**config.mk**
```make
export PLATFORM = sky130hd
export DESIGN_NAME = optical_flow_frame_parser_unit_flat
export DESIGN_NICKNAME = d
export VERILOG_FILES = /design/src/design/ofp_pkg.sv /design/src/design/ofp_if.sv /design/src/design/ofp_frame.sv /design/src/design/ofp_accum.sv /design/src/design/optical_flow_frame_parser_unit.sv /design/src/flat_wrapper.sv
export SDC_FILE = /design/constraint.sdc
export NUM_CORES = 1
export LEC_CHECK = 0
export ABC_AREA = 1
export ABC_CLOCK_PERIOD_IN_PS = 3200
export BUFFER_PORTS_ARGS = -buffer_cell sky130_fd_sc_hd__buf_4
export CORE_MARGIN = 2
export CORE_UTILIZATION = 40
export CTS_BUF_LIST = sky130_fd_sc_hd__clkbuf_8
export DETAILED_ROUTE_END_ITERATION = 8
export GPL_ROUTABILITY_DRIVEN = 1
export GPL_TIMING_DRIVEN = 0
export PLACE_DENSITY = 0.55
export SLEW_MARGIN = 20
export SYNTH_ARGS = -nofsm -noshare
export SYNTH_HDL_FRONTEND = slang
export SYNTH_SLANG_ARGS = --single-unit
```
**constraint.sdc**
```tcl
create_clock -name clk -period 3.2 [get_ports clk]
set_input_delay 0 -clock clk [delete_from_list [all_inputs] [get_ports clk]]
set_output_delay 0 -clock clk [all_outputs]
set_load 0.005 [all_outputs]
```
**src/design/ofp_pkg.sv**
```systemverilog
// shared types and constants for the optical flow frame parser
`default_nettype none
package ofp_pkg;

  localparam logic [7:0] FRAME_HEADER = 8'hFE;

  localparam int unsigned POS_W = 4;

  localparam logic [POS_W-1:0] POS_FIRST = 4'd1;
  localparam logic [POS_W-1:0] POS_X_LO  = 4'd2;
  localparam logic [POS_W-1:0] POS_X_HI  = 4'd3;
  localparam logic [POS_W-1:0] POS_Y_LO  = 4'd4;
  localparam logic [POS_W-1:0] POS_Y_HI  = 4'd5;
  localparam logic [POS_W-1:0] POS_CHECK = 4'd6;
  localparam logic [POS_W-1:0] POS_LAST  = 4'd8;

  // frame tracker state seen by the top level flow control
  typedef struct packed {
    logic at_last;
  } ofp_status_t;

  // one decoded frame handed to the accumulator
  typedef struct packed {
    logic               emit;
    logic signed [15:0] dx;
    logic signed [15:0] dy;
  } ofp_frame_t;

endpackage
`default_nettype wire

```
**src/design/ofp_if.sv**
```systemverilog
// handshake channels for received bytes and decoded displacements
`default_nettype none
interface ofp_byte_if;
  logic       valid;
  logic       ready;
  logic [7:0] rx_byte;

  modport source (output valid, output rx_byte, input ready);
  modport sink (input valid, input rx_byte, output ready);
endinterface

interface ofp_flow_if;
  logic               valid;
  logic               ready;
  logic signed [15:0] delta_x;
  logic signed [15:0] delta_y;
  logic signed [31:0] total_x;
  logic signed [31:0] total_y;

  modport source (output valid, output delta_x, output delta_y,
                  output total_x, output total_y, input ready);
  modport sink (input valid, input delta_x, input delta_y,
                input total_x, input total_y, output ready);
endinterface
`default_nettype wire

```
**src/design/ofp_frame.sv**
```systemverilog
// header hunt, byte position tracking, payload capture and checksum
`default_nettype none
module ofp_frame (
  input  wire logic              clk,
  input  wire logic              rst,
  input  wire logic              fire,
  input  wire logic [7:0]        rx_byte,
  output ofp_pkg::ofp_status_t   status,
  output ofp_pkg::ofp_frame_t    frame
);
  import ofp_pkg::*;

  logic             header_seen;
  logic [POS_W-1:0] byte_position;
  logic [7:0]       x_lo;
  logic [7:0]       x_hi;
  logic [7:0]       y_lo;
  logic [7:0]       y_hi;
  logic             check_good;
  logic [7:0]       chk;

  assign chk = x_lo + x_hi + y_lo + y_hi;

  always_ff @(posedge clk) begin
    if (rst) begin
      header_seen   <= 1'b0;
      byte_position <= POS_FIRST;
      check_good    <= 1'b0;
    end else if (fire) begin
      if (!header_seen) begin
        if (rx_byte == FRAME_HEADER) begin
          header_seen   <= 1'b1;
          byte_position <= POS_FIRST;
        end
      end else if (byte_position >= POS_LAST) begin
        header_seen   <= 1'b0;
        byte_position <= POS_FIRST;
      end else begin
        byte_position <= byte_position + POS_W'(1);
        if (byte_position == POS_CHECK) begin
          check_good <= (chk == rx_byte);
        end
      end
    end
  end

  // payload bytes need no reset, each is written before the checksum reads it
  always_ff @(posedge clk) begin
    if (fire && header_seen) begin
      case (byte_position)
        POS_X_LO: x_lo <= rx_byte;
        POS_X_HI: x_hi <= rx_byte;
        POS_Y_LO: y_lo <= rx_byte;
        POS_Y_HI: y_hi <= rx_byte;
        default: ;
      endcase
    end
  end

  assign status.at_last = header_seen && (byte_position >= POS_LAST);

  assign frame.emit = fire && status.at_last && check_good;
  assign frame.dx   = {x_hi, x_lo};
  assign frame.dy   = {y_hi, y_lo};
endmodule
`default_nettype wire

```
**src/design/ofp_accum.sv**
```systemverilog
// running sums and the result register
`default_nettype none
module ofp_accum (
  input  wire logic                clk,
  input  wire logic                rst,
  input  ofp_pkg::ofp_frame_t      frame,
  input  wire logic                out_ready,
  output logic                     out_valid,
  output logic signed [15:0]       delta_x,
  output logic signed [15:0]       delta_y,
  output logic signed [31:0]       total_x,
  output logic signed [31:0]       total_y
);
  import ofp_pkg::*;

  logic signed [31:0] sum_x;
  logic signed [31:0] sum_y;
  logic signed [31:0] sum_x_next;
  logic signed [31:0] sum_y_next;

  assign sum_x_next = sum_x + {{16{frame.dx[15]}}, frame.dx};
  assign sum_y_next = sum_y + {{16{frame.dy[15]}}, frame.dy};

  always_ff @(posedge clk) begin
    if (rst) begin
      sum_x     <= '0;
      sum_y     <= '0;
      out_valid <= 1'b0;
    end else if (frame.emit) begin
      sum_x     <= sum_x_next;
      sum_y     <= sum_y_next;
      out_valid <= 1'b1;
    end else if (out_ready) begin
      out_valid <= 1'b0;
    end
  end

  always_ff @(posedge clk) begin
    if (frame.emit) begin
      delta_x <= frame.dx;
      delta_y <= frame.dy;
      total_x <= sum_x_next;
      total_y <= sum_y_next;
    end
  end
endmodule
`default_nettype wire

```
**src/design/optical_flow_frame_parser_unit.sv**
```systemverilog
// optical flow frame parser top level
// Usage:
//   byte_in carries one received link byte per request. While idle the
//   block drops bytes until the header 0xFE, then takes eight more bytes.
//   Bytes 2..5 are X low, X high, Y low, Y high; byte 6 is their 8-bit sum.
//   flow_out gives one request per frame with a good checksum: the signed
//   X and Y displacements and the wrapped 32-bit running sums after them.
//   A frame with a bad checksum gives nothing and leaves the sums alone.
//   Throughput is one byte per cycle, set by the position counter and
//   payload registers. A result shows on flow_out in the cycle
//   after the last byte of its frame is accepted, from the result register.
//   A waiting result does not block input: bytes keep flowing while it
//   waits; only the last byte of the next frame is held off until the
//   result has been taken. At synchronous reset the parser hunts for a
//   header, the sums clear to zero and no result is pending.
`default_nettype none
module optical_flow_frame_parser_unit (
  input wire logic  clk,
  input wire logic  rst,
  ofp_byte_if.sink  byte_in,
  ofp_flow_if.source flow_out
);
  import ofp_pkg::*;

  ofp_status_t status;
  ofp_frame_t  frame;
  logic        fire;

  // only the closing byte of a frame can produce a result
  assign byte_in.ready = !(status.at_last && flow_out.valid && !flow_out.ready);
  assign fire          = byte_in.valid && byte_in.ready;

  ofp_frame u_frame (
    .clk     (clk),
    .rst     (rst),
    .fire    (fire),
    .rx_byte (byte_in.rx_byte),
    .status  (status),
    .frame   (frame)
  );

  ofp_accum u_accum (
    .clk       (clk),
    .rst       (rst),
    .frame     (frame),
    .out_ready (flow_out.ready),
    .out_valid (flow_out.valid),
    .delta_x   (flow_out.delta_x),
    .delta_y   (flow_out.delta_y),
    .total_x   (flow_out.total_x),
    .total_y   (flow_out.total_y)
  );
endmodule
`default_nettype wire

```
**src/flat_wrapper.sv**
```systemverilog
// flat-port wrapper written by rule: the top's interface ports become plain ports
module optical_flow_frame_parser_unit_flat import ofp_pkg::*;
  (clk, rst, byte_in_valid, byte_in_rx_byte, byte_in_ready, flow_out_valid, flow_out_delta_x, flow_out_delta_y, flow_out_total_x, flow_out_total_y, flow_out_ready);
  ofp_byte_if byte_in_i ();
  ofp_flow_if flow_out_i ();
  input wire logic clk;
  input wire logic rst;
  input wire logic [$bits(byte_in_i.valid)-1:0] byte_in_valid;
  input wire logic [$bits(byte_in_i.rx_byte)-1:0] byte_in_rx_byte;
  output wire logic [$bits(byte_in_i.ready)-1:0] byte_in_ready;
  output wire logic [$bits(flow_out_i.valid)-1:0] flow_out_valid;
  output wire logic [$bits(flow_out_i.delta_x)-1:0] flow_out_delta_x;
  output wire logic [$bits(flow_out_i.delta_y)-1:0] flow_out_delta_y;
  output wire logic [$bits(flow_out_i.total_x)-1:0] flow_out_total_x;
  output wire logic [$bits(flow_out_i.total_y)-1:0] flow_out_total_y;
  input wire logic [$bits(flow_out_i.ready)-1:0] flow_out_ready;
  assign byte_in_i.valid = byte_in_valid;
  assign byte_in_i.rx_byte = byte_in_rx_byte;
  assign byte_in_ready = byte_in_i.ready;
  assign flow_out_valid = flow_out_i.valid;
  assign flow_out_delta_x = flow_out_i.delta_x;
  assign flow_out_delta_y = flow_out_i.delta_y;
  assign flow_out_total_x = flow_out_i.total_x;
  assign flow_out_total_y = flow_out_i.total_y;
  assign flow_out_i.ready = flow_out_ready;
  optical_flow_frame_parser_unit u_core (.clk(clk), .rst(rst), .byte_in(byte_in_i), .flow_out(flow_out_i));
endmodule
```
== Word level (Yosys, flattened, before mapping) ==
Index checks and enable logic that the tools add are counted.
Word-level totals
  bits of input ports: 12
  logic and storage cells: 54
  bits in registers: 199
Cells by class
  equality and inequality tests: 7
  muxes and demuxes: 8
  add/sub/neg operators: 6
  order comparisons: 1
  bitwise logic cells: 1
  reduce and logical (&&, ||, !) cells: 17
Operators with widths (count)
  adder 32 bit: 2
  adder 8 bit: 3
  == test 4 x 3 -> 1 bit (second input constant): 3
  2-to-1 mux 4 bit: 3
  AND reduction 2 bit: 5
  == test 4 x 2 -> 1 bit (second input constant): 2
  == test 8 bit: 1
  == test 8 bit (second input constant): 1
  logical AND 1 bit: 7
  2-to-1 mux 1 bit: 5
  adder 4 x 1 -> 4 bit (second input constant): 1
  >= comparator 4 bit (second input constant): 1
  AND reduction 4 bit: 1
  nonzero test 2 bit: 2
  zero test 1 bit: 2
  inverter 1 bit: 1

== Logic depth before layout (Yosys ltp) ==
Gate-level depths: netlist of the first run.
  depth in word-level cells: 9
  gate-level depth with buffers: 16

== Cells and area by module ==
Synthesis of the first run repeated with hierarchy kept, for this count alone.
Unflattened totals
  cell total of the unflattened synthesis: 1695
  area total of the unflattened synthesis: 12363.1 um^2
Modules (own cells, without submodules)
  ofp_accum: cells each 1476, area an instance 10181.0 um^2, instances 1
  ofp_frame: cells each 214, area an instance 2160.8 um^2, instances 1
  optical_flow_frame_parser_unit: cells each 5, area an instance 21.3 um^2, instances 1

== Worst setup path after synthesis of the first run ==
Ideal clock, no wire load.
  path type: reg2reg
  start point: register u_core.u_frame.y_lo[1]
  end point: register u_core.u_frame.check_good
  path slack: 0.276 ns
  data arrival time: 2.854 ns
  stages on the path, launching flop included: 15
  clock period less this slack: 2.924 ns
  setup time: 0.070 ns
  cells stage by stage: edfxtp_1 fa_1 inv_1 fa_1 inv_1 ha_1 fa_1 nand2_1 nand2_1 nand3_1 nor2_1 nand3_1 nor2_1 nand4_1 a21oi_1
On the way
  cells in the longest elaborated chain, start to end: 3
Ends and longest elaborated chain
  start, declared: line ofp_frame.sv:17  | logic [7:0] y_lo;
  start signal, assigned: line ofp_frame.sv:53  | POS_Y_LO: y_lo <= rx_byte;
  adder 8 bit (2 in a row): line ofp_frame.sv:22  | assign chk = x_lo + x_hi + y_lo + y_hi;
  == test 8 bit: line ofp_frame.sv:41  | check_good <= (chk == rx_byte);
  end signal, assigned: line ofp_frame.sv:41
  end, declared: line ofp_frame.sv:19  | logic check_good;
Every way passes these cells.
A chain may end at the register's enable or synchronous reset.

== Worst setup path in the final report of the first run ==
  start point: register u_core.u_frame.x_hi[1]
  end point: register u_core.u_frame.check_good
On the way
  cells in the longest elaborated chain, start to end: 4
Ends and longest elaborated chain
  start, declared: line ofp_frame.sv:16  | logic [7:0] x_hi;
  start signal, assigned: line ofp_frame.sv:52  | POS_X_HI: x_hi <= rx_byte;
  adder 8 bit (3 in a row): line ofp_frame.sv:22
  == test 8 bit: line ofp_frame.sv:41
Every way passes these cells.

==> results of run 1 <==
[cell usage after synthesis, drive strengths merged]
cell	n
o21ai	74
a21oi	82
nand4	19
or2	1
xor2	26
nand3b	4
ha	73
nor2	210
nand2	407
o21bai	5
inv	230
a21boi	2
clkbuf	10
nor4	2
o21a	1
and2	1
fa	16
nor3b	1
edfxtp	128
xnor2	7
a21o	2
buf	11
dfxtp	71
nand3	93
nor3	11
a31oi	2
a211oi	4
[power by group through the flow]
stage / Clock (mW) / Combinational (mW) / Sequential, mW
after detailed placement: 0 / 0.0553 / 2.76
after CTS: 1.74 / 0.0658 / 2.70
after global routing: 1.83 / 0.0711 / 2.70
after global placement: 0 / 0.0545 / 2.76
final: 1.69 / 0.0647 / 2.70
after floorplan: 0 / 0.0210 / 2.76
[sequential cells by signal, indices dropped and copies added (netlist names)]
signal / cells
u_core.u_frame.y_hi: 8
u_core.u_frame.header_seen: 1
u_core.u_accum.sum_x: 32
u_core.u_accum.total_y: 32
u_core.u_frame.x_hi: 8
u_core.u_accum.delta_y: 16
u_core.u_accum.sum_y: 32
u_core.u_frame.byte_position: 4
u_core.u_accum.out_valid: 1
u_core.u_accum.delta_x: 16
u_core.u_frame.y_lo: 8
u_core.u_frame.check_good: 1
u_core.u_accum.total_x: 32
u_core.u_frame.x_lo: 8
[worst register-to-register path, stage by stage (launching register included)]
cell	delay, ns
edfxtp_1	0.44
fa_1	0.56
inv_2	0.04
fa_1	0.47
inv_1	0.04
ha_2	0.19
fa_2	0.55
nand2_1	0.05
nand2_1	0.05
nand3_1	0.08
nor2_1	0.11
nand3_1	0.10
nor2_2	0.12
nand4_1	0.23
a21oi_2	0.18
[metal layers]
layer | global-route usage | part of all wire
met3 | 0.0304 | 0.033
met1 | 0.297 | 0.48
met2 | 0.355 | 0.46
met4 | 0.0682 | 0.024
met5 | 0 | 0
[cells in the final DEF, fill, tap and decap left out, types with 5 or more instances in the layout]
cell | synthesis | final
nand2_1 | 404 | 404
inv_1 | 228 | 227
nor2_1 | 209 | 208
edfxtp_1 | 128 | 128
buf_4 | 5 | 117
a21oi_1 | 82 | 81
nand3_1 | 73 | 73
ha_1 | 73 | 72
dfxtp_1 | 71 | 71
o21ai_0 | 68 | 68
xor2_1 | 26 | 26
nand3_2 | 20 | 20
nand4_1 | 18 | 18
clkbuf_8 | 0 | 17
fa_1 | 16 | 15
clkbuf_1 | 10 | 10
dlygate4sd3_1 | 0 | 10
xnor2_1 | 7 | 7
nor3_1 | 8 | 7
o21bai_1 | 5 | 5
clkinv_8 | 0 | 5
[layout make-up]
cell class | count | area [sq um]
buffer | 21 | 151
clock buffer | 17 | 234
clock inverter | 15 | 184
fill | 2918 | 15600
inverter | 230 | 868
multi-input combinational | 1043 | 5610
sequential | 199 | 5270
tap | 390 | 488
timing repair buffer | 123 | 968
[through the flow]
step	utilization	cell area (sq um)	setup TNS [ns]	instances
floorplan	-	11900	0	1493
global placement	0.448	13200	-13.94	1991
detailed placement	0.449	13200	-0.237	1992
CTS	0.468	13800	-0.0339	2038
global route	0.468	13800	-0.233	2038
finish	0.468	13800	-0.0698	2038
[what timing repair did]
item,in CTS,in global routing
endpoints found under the setup margin,1,1
resized for setup,4,1
hold endpoints to repair,37,0
pin swaps,11,3
buffers inserted,4,0
hold buffers,10,0
[cells by family after synthesis]
family / after synthesis / share of synthesized area
AND/OR/NAND/NOR: 749 / 0.267
buffers and inverters: 251 / 0.0853
flip-flops: 199 / 0.443
AO/OA/AOI/OAI: 172 / 0.0763
adder cells (fa/ha/maj): 89 / 0.104
XOR/XNOR: 33 / 0.0243
[worst max-delay path by stage]
stage                            from  cells after the start                         to
4_1_cts        u_core.u_frame.x_hi[1]                     14  u_core.u_frame.check_good
6_report       u_core.u_frame.x_hi[1]                     14  u_core.u_frame.check_good
2_1_floorplan  u_core.u_frame.y_lo[1]                     14  u_core.u_frame.check_good
3_5_place_dp   u_core.u_frame.x_lo[1]                     14  u_core.u_frame.check_good
3_3_place_gp   u_core.u_frame.x_lo[1]                     15  u_core.u_frame.check_good
5_1_grt        u_core.u_frame.x_hi[1]                     14  u_core.u_frame.check_good
==> metrics.md, run 1 <==
| Metric | Value |
|---|---|
| Comb power frac | `0.015` |
| Die area | `31100 sq um` |
| Vias in the first global route | `9729` |
| Max Fclk | `0.306 GHz` |
| Vias per cell | `4.85` |
| Area Overhead vs Synth | `16.0%` |
| Power density cells | `324 nW/um^2` |
| CP delay by family, top | `adder cells` |
| Clock Path Buffers | `2` |
| Global-route wire length before repair | `51.4 mm` |
| Endpoints failing setup | `1` |
| Flop pwr share | `0.607` |
| Ports | `110` |
| Worst Tran Pin Value | `0.967 ns` |
| Initial Util | `0.404` |
| Sw Share | `0.253` |
| Pwr Total | `4.46 mW` |
| Routed len/inst | `15.9 um` |
| Final Max Slew Viols | `0` |
| Post-synth cell types | `40` |
| Worst slew margin | `0.355` |
| Synth Instances | `1493` |
| Max_cap viols | `0` |
| Die W | `176 um` |
| Syn nets | `1594` |
| Reg-to-reg slack, setup | `-0.07 ns` |
| Sequential fraction of the synthesis area | `0.443` |
| Top cell type's share of synthesized area | `0.324` |
| Initial antenna violation count | `0` |
| Cell taking the most area after synthesis | `edfxtp_1` |
| Share of cells above drive strength 1 | `0.118` |
| Remaining antenna violation count | `0` |
| FF-to-FF Start | `u_core.u_frame.x_hi[1]` |
| Worst setup EP type | `register` |
| Final net count | `1736` |
| Via count | `9893` |
| Port Buffers | `108` |
| Clk sinks | `199` |
| Failing checks | `setup timing` |
| DRT iter0 DRCs | `612` |
| Tmin final | `3.27 ns` |
| WHS | `0.0328 ns` |
| Yosys warnings | `0` |
| WHS Endpoint | `u_core.u_accum.sum_y[5]` |
| DRC | `0` |
| Lkg Pwr | `6.65 nW` |
| Synth Cell Area | `11900 sq um` |
| Congestion Overflow GR | `0` |
| Setup WS pre-CTS | `-0.237 ns` |
| Placer Congestion | `0.939` |
| Final setup margin | `-0.0698 ns` |
| Die Ht | `176 um` |
| Gr usage total | `0.217` |
| P_sw | `1.13 mW` |
| Crit Path Max Fanout | `2` |
| Tcrit/Tclk final | `1.02` |
| Status | `complete, but fails checks` |
| Clk_lat worst skew | `0.52 ns` |
| Hold/Removal Path Class | `in2reg` |
| Core region area | `29400 sq um` |
| Layout Skew | `0.0235 ns` |
| RSZ-0062 raised after global routing | `true` |
| Worst setup SP type | `register` |
| H-tree levels | `4` |
| Hold Path Stages | `4` |
| HPWL Detailed | `25.1 mm` |
| Critical path's slowest cell | `fa_1` |
| Fin. Hold Viols | `0` |
| Antenna diode count | `0` |
| Routed WL | `32.4 mm` |
| Drt pass-1 iters | `5` |
| Crit Path Category | `reg2reg` |
| CP arrival | `3.72 ns` |
| CTS buffer count | `17` |
| Flops & latches, synth | `199` |
| Reg-to-Reg End | `u_core.u_frame.check_good` |
| Synth area leaders | `edfxtp_1, nand2_1, dfxtp_1` |
| Clk pwr share | `0.379` |
| VDD IR-drop max | `0.000203 V` |
| CTS Root Cell | `clkbuf_8` |
| Hold_sp | `rst` |
| Syn_area_per_cell | `7.95 sq um` |
| Reg2Reg Depth | `14` |
| CTS tree | `done` |
| Largest net degree at the start of global routing | `58` |
| Max incr delay on CP | `0.56 ns` |
| Critical path buffers and inverters | `2` |
| Rows | `63` |
| Critical path data required time | `3.65 ns` |
| Crit-path cells | `fa_1 > inv_2 > fa_1 > inv_1 > ha_2 > fa_2 > nand2_1 > nand2_1 > nand3_1 > nor2_1 > nand3_1 > nor2_2 > nand4_1 > a21oi_2` |
| Worst-path clk slew | `0.13 ns` |
| Power Internal | `3.33 mW` |
No activity file was read; power rests on OpenSTA's default activity.
==> inputs of run 2 (changes only) <==
- PLACE_DENSITY: 0.55 -> 0.64
==> run 2 against run 1 <==
  * The run still ends with setup timing left
  * Sequential cell count unchanged
  * Combinational power up 1%
  * Worst hold slack better by 0.22 ns
  * Critical path depth unchanged
  * Final cell count about the same
  * First-iteration DRC count up 31%
  * Fmax up 0.32%
  * Non-clock buffer count up 2
  * Clock power up 6%
  * Core utilization up 0.19 points
  * Design area up 0.41%
  * Critical endpoint unchanged
  * Largest power group unchanged
==> metrics.md, run 2 (same netlist as run 1, synthesis figures left out) <==
| Metric | Value |
|---|---|
| H-tree levels | `4` |
| Max_cap viols | `0` |
| Clk sinks | `199` |
| Rows | `63` |
| Status | `complete, but fails checks` |
| Lkg Pwr | `6.67 nW` |
| Antenna diode count | `0` |
| CTS buffer count | `17` |
| CTS Root Cell | `clkbuf_8` |
| Clock Path Buffers | `2` |
| CTS tree | `done` |
| Final Max Slew Viols | `0` |
| Placed inst area | `13200 sq um` |
| Endpoints failing setup | `1` |
| Largest net degree at the start of global routing | `77` |
| Hold/Removal Path Class | `in2reg` |
| Hold Path Stages | `2` |
| Tmin final | `3.26 ns` |
| WHS Endpoint | `u_core.u_frame.x_hi[0]` |
| Worst-path clk slew | `0.13 ns` |
| Area Overhead vs Synth | `16.4%` |
| Reg-to-reg slack, setup | `-0.06 ns` |
| Initial antenna violation count | `0` |
| Most frequent cells in the layout | `nand2_1, inv_1, nor2_1` |
| Fin. Hold Viols | `0` |
| Setup WS pre-CTS | `-0.170 ns` |
| Failing checks | `setup timing` |
| Critical path data required time | `3.66 ns` |
| Vias per cell | `4.92` |
| WHS | `0.256 ns` |
| Routed len/inst | `15.8 um` |
| Remaining antenna violation count | `0` |
| VDD IR-drop max | `0.000235 V` |
| Drt pass-1 iters | `5` |
| Initial Util | `0.404` |
| Fin cells | `2040` |
| CP arrival | `3.72 ns` |
| Crit Path Max Fanout | `2` |
| Clk_lat worst skew | `0.53 ns` |
| DRC | `0` |
| Most common cell after layout, fill and taps aside | `nand2_1` |
| Power density cells | `329 nW/um^2` |
| Placer Congestion | `0.930` |
| Tcrit/Tclk final | `1.02` |
| Ports | `110` |
| Die W | `176 um` |
| Reg-to-Reg End | `u_core.u_frame.check_good` |
| Setup tns final | `-0.0593 ns` |
| Final Util | `0.470` |
| DRT iter0 DRCs | `799` |
| Fin area | `13800 sq um` |
| Port Buffers | `108` |
| Die area | `31100 sq um` |
| Pwr Total | `4.56 mW` |
| Hold_sp | `byte_in_rx_byte[0]` |
| Worst Tran Pin Value | `0.957 ns` |
| HPWL Detailed | `24.8 mm` |
| # fillers | `2865` |
| Global-route wire length before repair | `50.3 mm` |
| Reg2Reg Depth | `14` |
| FF-to-FF Start | `u_core.u_frame.y_lo[1]` |
| RSZ-0062 raised after global routing | `true` |
| Share of cells above drive strength 1 | `0.120` |
| Crit Path Category | `reg2reg` |
| Gr usage total | `0.211` |
| Core region area | `29400 sq um` |
| Worst slew margin | `0.360` |
| Congestion Overflow GR | `0` |
| Layout Skew | `0.0247 ns` |
| Via count | `10039` |
| Final net count | `1738` |
| Vias in the first global route | `9445` |
| Die Ht | `176 um` |
| Placed cell count | `1992` |
| Worst setup EP type | `register` |
| Final setup margin | `-0.0593 ns` |
| Worst setup SP type | `register` |
| Routed WL | `32.1 mm` |
| Max Fclk | `0.307 GHz` |
## run 2: cell count changes in the layout (fill, tap and decap cells not counted), sizes merged
cell / delta
inv: +2
buf: +1
clkinv: -1
clkinvlp: -1
dlygate4sd3: +1
## run 2: cell type report
cell class / count / area (sq um) / share of cell area
Timing Repair Buffer: 125 / 986 / 0.0713
Clock buffer: 17 / 234 / 0.0169
Tap cell: 390 / 488 / 0.0353
Multi-Input combinational cell: 1043 / 5620 / 0.406
Clock inverter: 15 / 215 / 0.0156
Buffer: 21 / 151 / 0.0109
Sequential cell: 199 / 5270 / 0.381
Inverter: 230 / 868 / 0.0628
## run 2: worst max path at each step
stage                                 startpoint                        end  slack, ns  depth (start not counted)
after global placement    u_core.u_frame.x_lo[1]  u_core.u_frame.check_good      -0.16                         14
final                     u_core.u_frame.y_lo[1]  u_core.u_frame.check_good      -0.06                         14
after CTS                 u_core.u_frame.x_hi[1]  u_core.u_frame.check_good      -0.01                         14
after detailed placement  u_core.u_frame.x_lo[1]  u_core.u_frame.check_good      -0.17                         14
after global routing      u_core.u_frame.y_lo[1]  u_core.u_frame.check_good      -0.19                         14
after floorplan           u_core.u_frame.y_lo[1]  u_core.u_frame.check_good       0.28                         14
## run 2: timing repair
item	in CTS	in global routing
endpoints found under the hold margin	38	0
resized for setup	3	4
buffers inserted	4	1
setup endpoints to repair	1	1
hold buffers	11	0
pin swaps	10	9
## run 2: report_power, final
part           total, mW  switching, mW  leakage (nW)  internal [mW]
clock               1.79           1.15         0.217          0.635
sequential          2.70       0.000139          1.72           2.70
combinational     0.0655         0.0418          4.73         0.0236
total               4.56           1.19          6.67           3.36
## run 2: critical path: stages (launching register included)
cell      delay [ns]
edfxtp_1        0.45
fa_1            0.57
inv_2           0.04
fa_1            0.47
inv_1           0.04
ha_2            0.20
fa_2            0.55
nand2_1         0.06
nand2_1         0.06
nand3_2         0.08
nor2_2          0.09
nand3_1         0.10
nor2_2          0.16
nand4_1         0.19
a21oi_2         0.15
## run 2: metal layers
metal,vias up,share of wire,track usage,wire (um)
met4,0,0.020,0.0627,627
li1,5110,-,-,-
met1,4645,0.46,0.285,14800
met5,-,0,0,0
met3,37,0.047,0.0325,1500
met2,247,0.47,0.352,15200
==> inputs of run 3 (changes only) <==
- REMOVE_ABC_BUFFERS: default -> 1
==> run 3 against run 2 <==
  * The flow now finishes without violations
  * Largest power group unchanged
  * Worst setup slack improved by 0.16 ns
  * Fmax rose by 5.0%
  * Worst hold slack got worse by 0.12 ns
  * Largest cell class unchanged
  * Critical endpoint unchanged
==> metrics.md, run 3 (same netlist as run 1, synthesis figures left out) <==
| Metric | Value |
|---|---|
| Share of cells above drive strength 1 | `0.112` |
| VDD IR-drop max | `0.000273 V` |
| Routed len/inst | `15.1 um` |
| Gr usage total | `0.198` |
| Fin. Hold Viols | `0` |
| Via count | `9845` |
| Clk sinks | `199` |
| RSZ-0062 raised after global routing | `true` |
| Drt pass-1 iters | `7` |
| Max incr delay on CP | `0.57 ns` |
| Area of the multi-input gates | `5610 sq um` |
| Flop pwr share | `0.612` |
| Most frequent cells in the layout | `nand2_1, inv_1, nor2_1` |
| Layout Skew | `0.0232 ns` |
| CTS Root Cell | `clkbuf_8` |
| Clk pwr share | `0.375` |
| Crit-path cells | `fa_1 > inv_2 > fa_1 > inv_2 > ha_4 > fa_1 > inv_1 > nand2_1 > nand2_1 > nand3_1 > nor2_1 > nand3_1 > nor2_1 > nand4_1 > a21oi_1` |
| Sw Share | `0.236` |
| Power Internal | `3.38 mW` |
| Hold/Removal Path Class | `in2reg` |
| Clk_lat worst skew | `0.49 ns` |
| Largest net degree at the start of global routing | `105` |
| P_sw | `1.04 mW` |
| Initial Util | `0.404` |
| Routed WL | `30.5 mm` |
| Cell mode on critical path | `fa_1` |
| Port Buffers | `109` |
| H-tree levels | `4` |
| Final Util | `0.463` |
| Endpoints failing setup | `0` |
| Max_cap viols | `0` |
| Final Max Slew Viols | `0` |
| Setup tns final | `0 ns` |
| Most common cell after layout, fill and taps aside | `nand2_1` |
| Critical path data required time | `3.61 ns` |
| WHS | `0.141 ns` |
| # fillers | `2931` |
| DRC | `0` |
| Vias per cell | `4.88` |
| Vias in the first global route | `9219` |
| Lkg Pwr | `6.59 nW` |
| Comb power frac | `0.013` |
| Setup WS pre-CTS | `-0.129 ns` |
| Max Fclk | `0.322 GHz` |
| CP delay by family, top | `adder cells` |
| Critical path's slowest cell | `fa_1` |
| Tcrit/Tclk final | `0.970` |
| Ports | `110` |
| Die Ht | `176 um` |
| Final setup margin | `0.0961 ns` |
| Critical path buffers and inverters | `3` |
| Initial antenna violation count | `0` |
| HPWL Detailed | `23.2 mm` |
| Die area | `31100 sq um` |
| Worst Tran Pin Value | `0.974 ns` |
| CTS buffer count | `17` |
| Final net count | `1716` |
| CTS tree | `done` |
| Crit Path Max Fanout | `2` |
| Crit Path Category | `reg2reg` |
| Power density cells | `325 nW/um^2` |
| Worst setup EP type | `register` |
| DRT iter0 DRCs | `691` |
| Antenna diode count | `0` |
| Worst slew margin | `0.351` |
| Placer Congestion | `0.931` |
| Clock Path Buffers | `2` |
| Tmin final | `3.10 ns` |
| Worst-path clk slew | `0.11 ns` |
| Core region area | `29400 sq um` |
| Register area | `5270 sq um` |
| Rows | `63` |
| CP arrival | `3.51 ns` |
| Status | `finished, final reports clean` |
| Congestion Overflow GR | `0` |
| Remaining antenna violation count | `0` |
| Global-route wire length before repair | `47.9 mm` |
| Die W | `176 um` |
| Area Overhead vs Synth | `14.5%` |
| Worst setup SP type | `register` |
[run 3: cell count changes in the layout (fill, tap and decap cells not counted), sizes merged]
| cell | previous run | this run |
|---|---|---|
| dlygate4sd3 | 11 | 10 |
| inv | 238 | 241 |
| clkinv | 6 | 3 |
| bufinv | 0 | 1 |
| buf | 125 | 114 |
| clkbuf | 27 | 17 |
| clkinvlp | 1 | 0 |
[run 3: power groups by stage]
stage / logic (mW) / registers, mW / clock network, mW
after global routing: 0.0656 / 2.70 / 1.80
final: 0.0594 / 2.70 / 1.66
after floorplan: 0.00964 / 2.76 / 0
after detailed placement: 0.0514 / 2.76 / 0
after CTS: 0.0613 / 2.70 / 1.69
after global placement: 0.0501 / 2.76 / 0
[run 3: worst register-to-register path: stages, from the launching register on]
cell and delay [ns]:
edfxtp_1 0.45, fa_1 0.58, inv_2 0.04, fa_1 0.50
inv_2 0.05, ha_4 0.16, fa_1 0.48, inv_1 0.07
nand2_1 0.05, nand2_1 0.06, nand3_1 0.07, nor2_1 0.11
nand3_1 0.08, nor2_1 0.09, nand4_1 0.10, a21oi_1 0.14
[run 3: layer usage]
metal / vias to the layer above / GRT usage / wire (um)
li1: 5053 / - / -
met1: 4512 / 0.277 / 14500
met2: 247 / 0.320 / 13900
met3: 33 / 0.0306 / 1570
met4: 0 / 0.0575 / 545
met5: - / 0 / 0
[run 3: layout make-up]
cell class	instances	area share
clock buffers	17	0.0172
well taps	390	0.0359
inverters	230	0.0640
repair buffers	124	0.0718
clock inverters	15	0.0113
flip-flops and latches	199	0.387
multi-input cells	1043	0.413
[run 3: repair_timing]
item                                   in CTS  in global routing
pin swaps                                   0                 12
endpoints found under the hold margin      36                  0
hold buffers                               10                  0
setup endpoints to repair                   1                  1
buffers inserted                            3                  1
resized for setup                           0                  4
[run 3: final timing paths]
kind              slack, ns                         to                    start  cells past startpoint
setup / recovery        0.1  u_core.u_frame.check_good   u_core.u_frame.x_hi[1]                     15
hold / removal         0.14    u_core.u_accum.sum_y[2]                      rst                      2
setup reg to reg        0.1  u_core.u_frame.check_good   u_core.u_frame.x_hi[1]                     15
hold reg to reg        0.48    u_core.u_accum.sum_x[0]  u_core.u_accum.sum_x[0]                      2
[run 3: per-stage QoR]
stage                     cells  cell area, sq um  total power [mW]
after detailed placement   1972             13100              2.81
after global routing       2018             13600              4.57
after floorplan            1472             11700              2.77
after CTS                  2017             13600              4.45
after global placement     1971             13000              2.81
final                      2018             13600              4.42
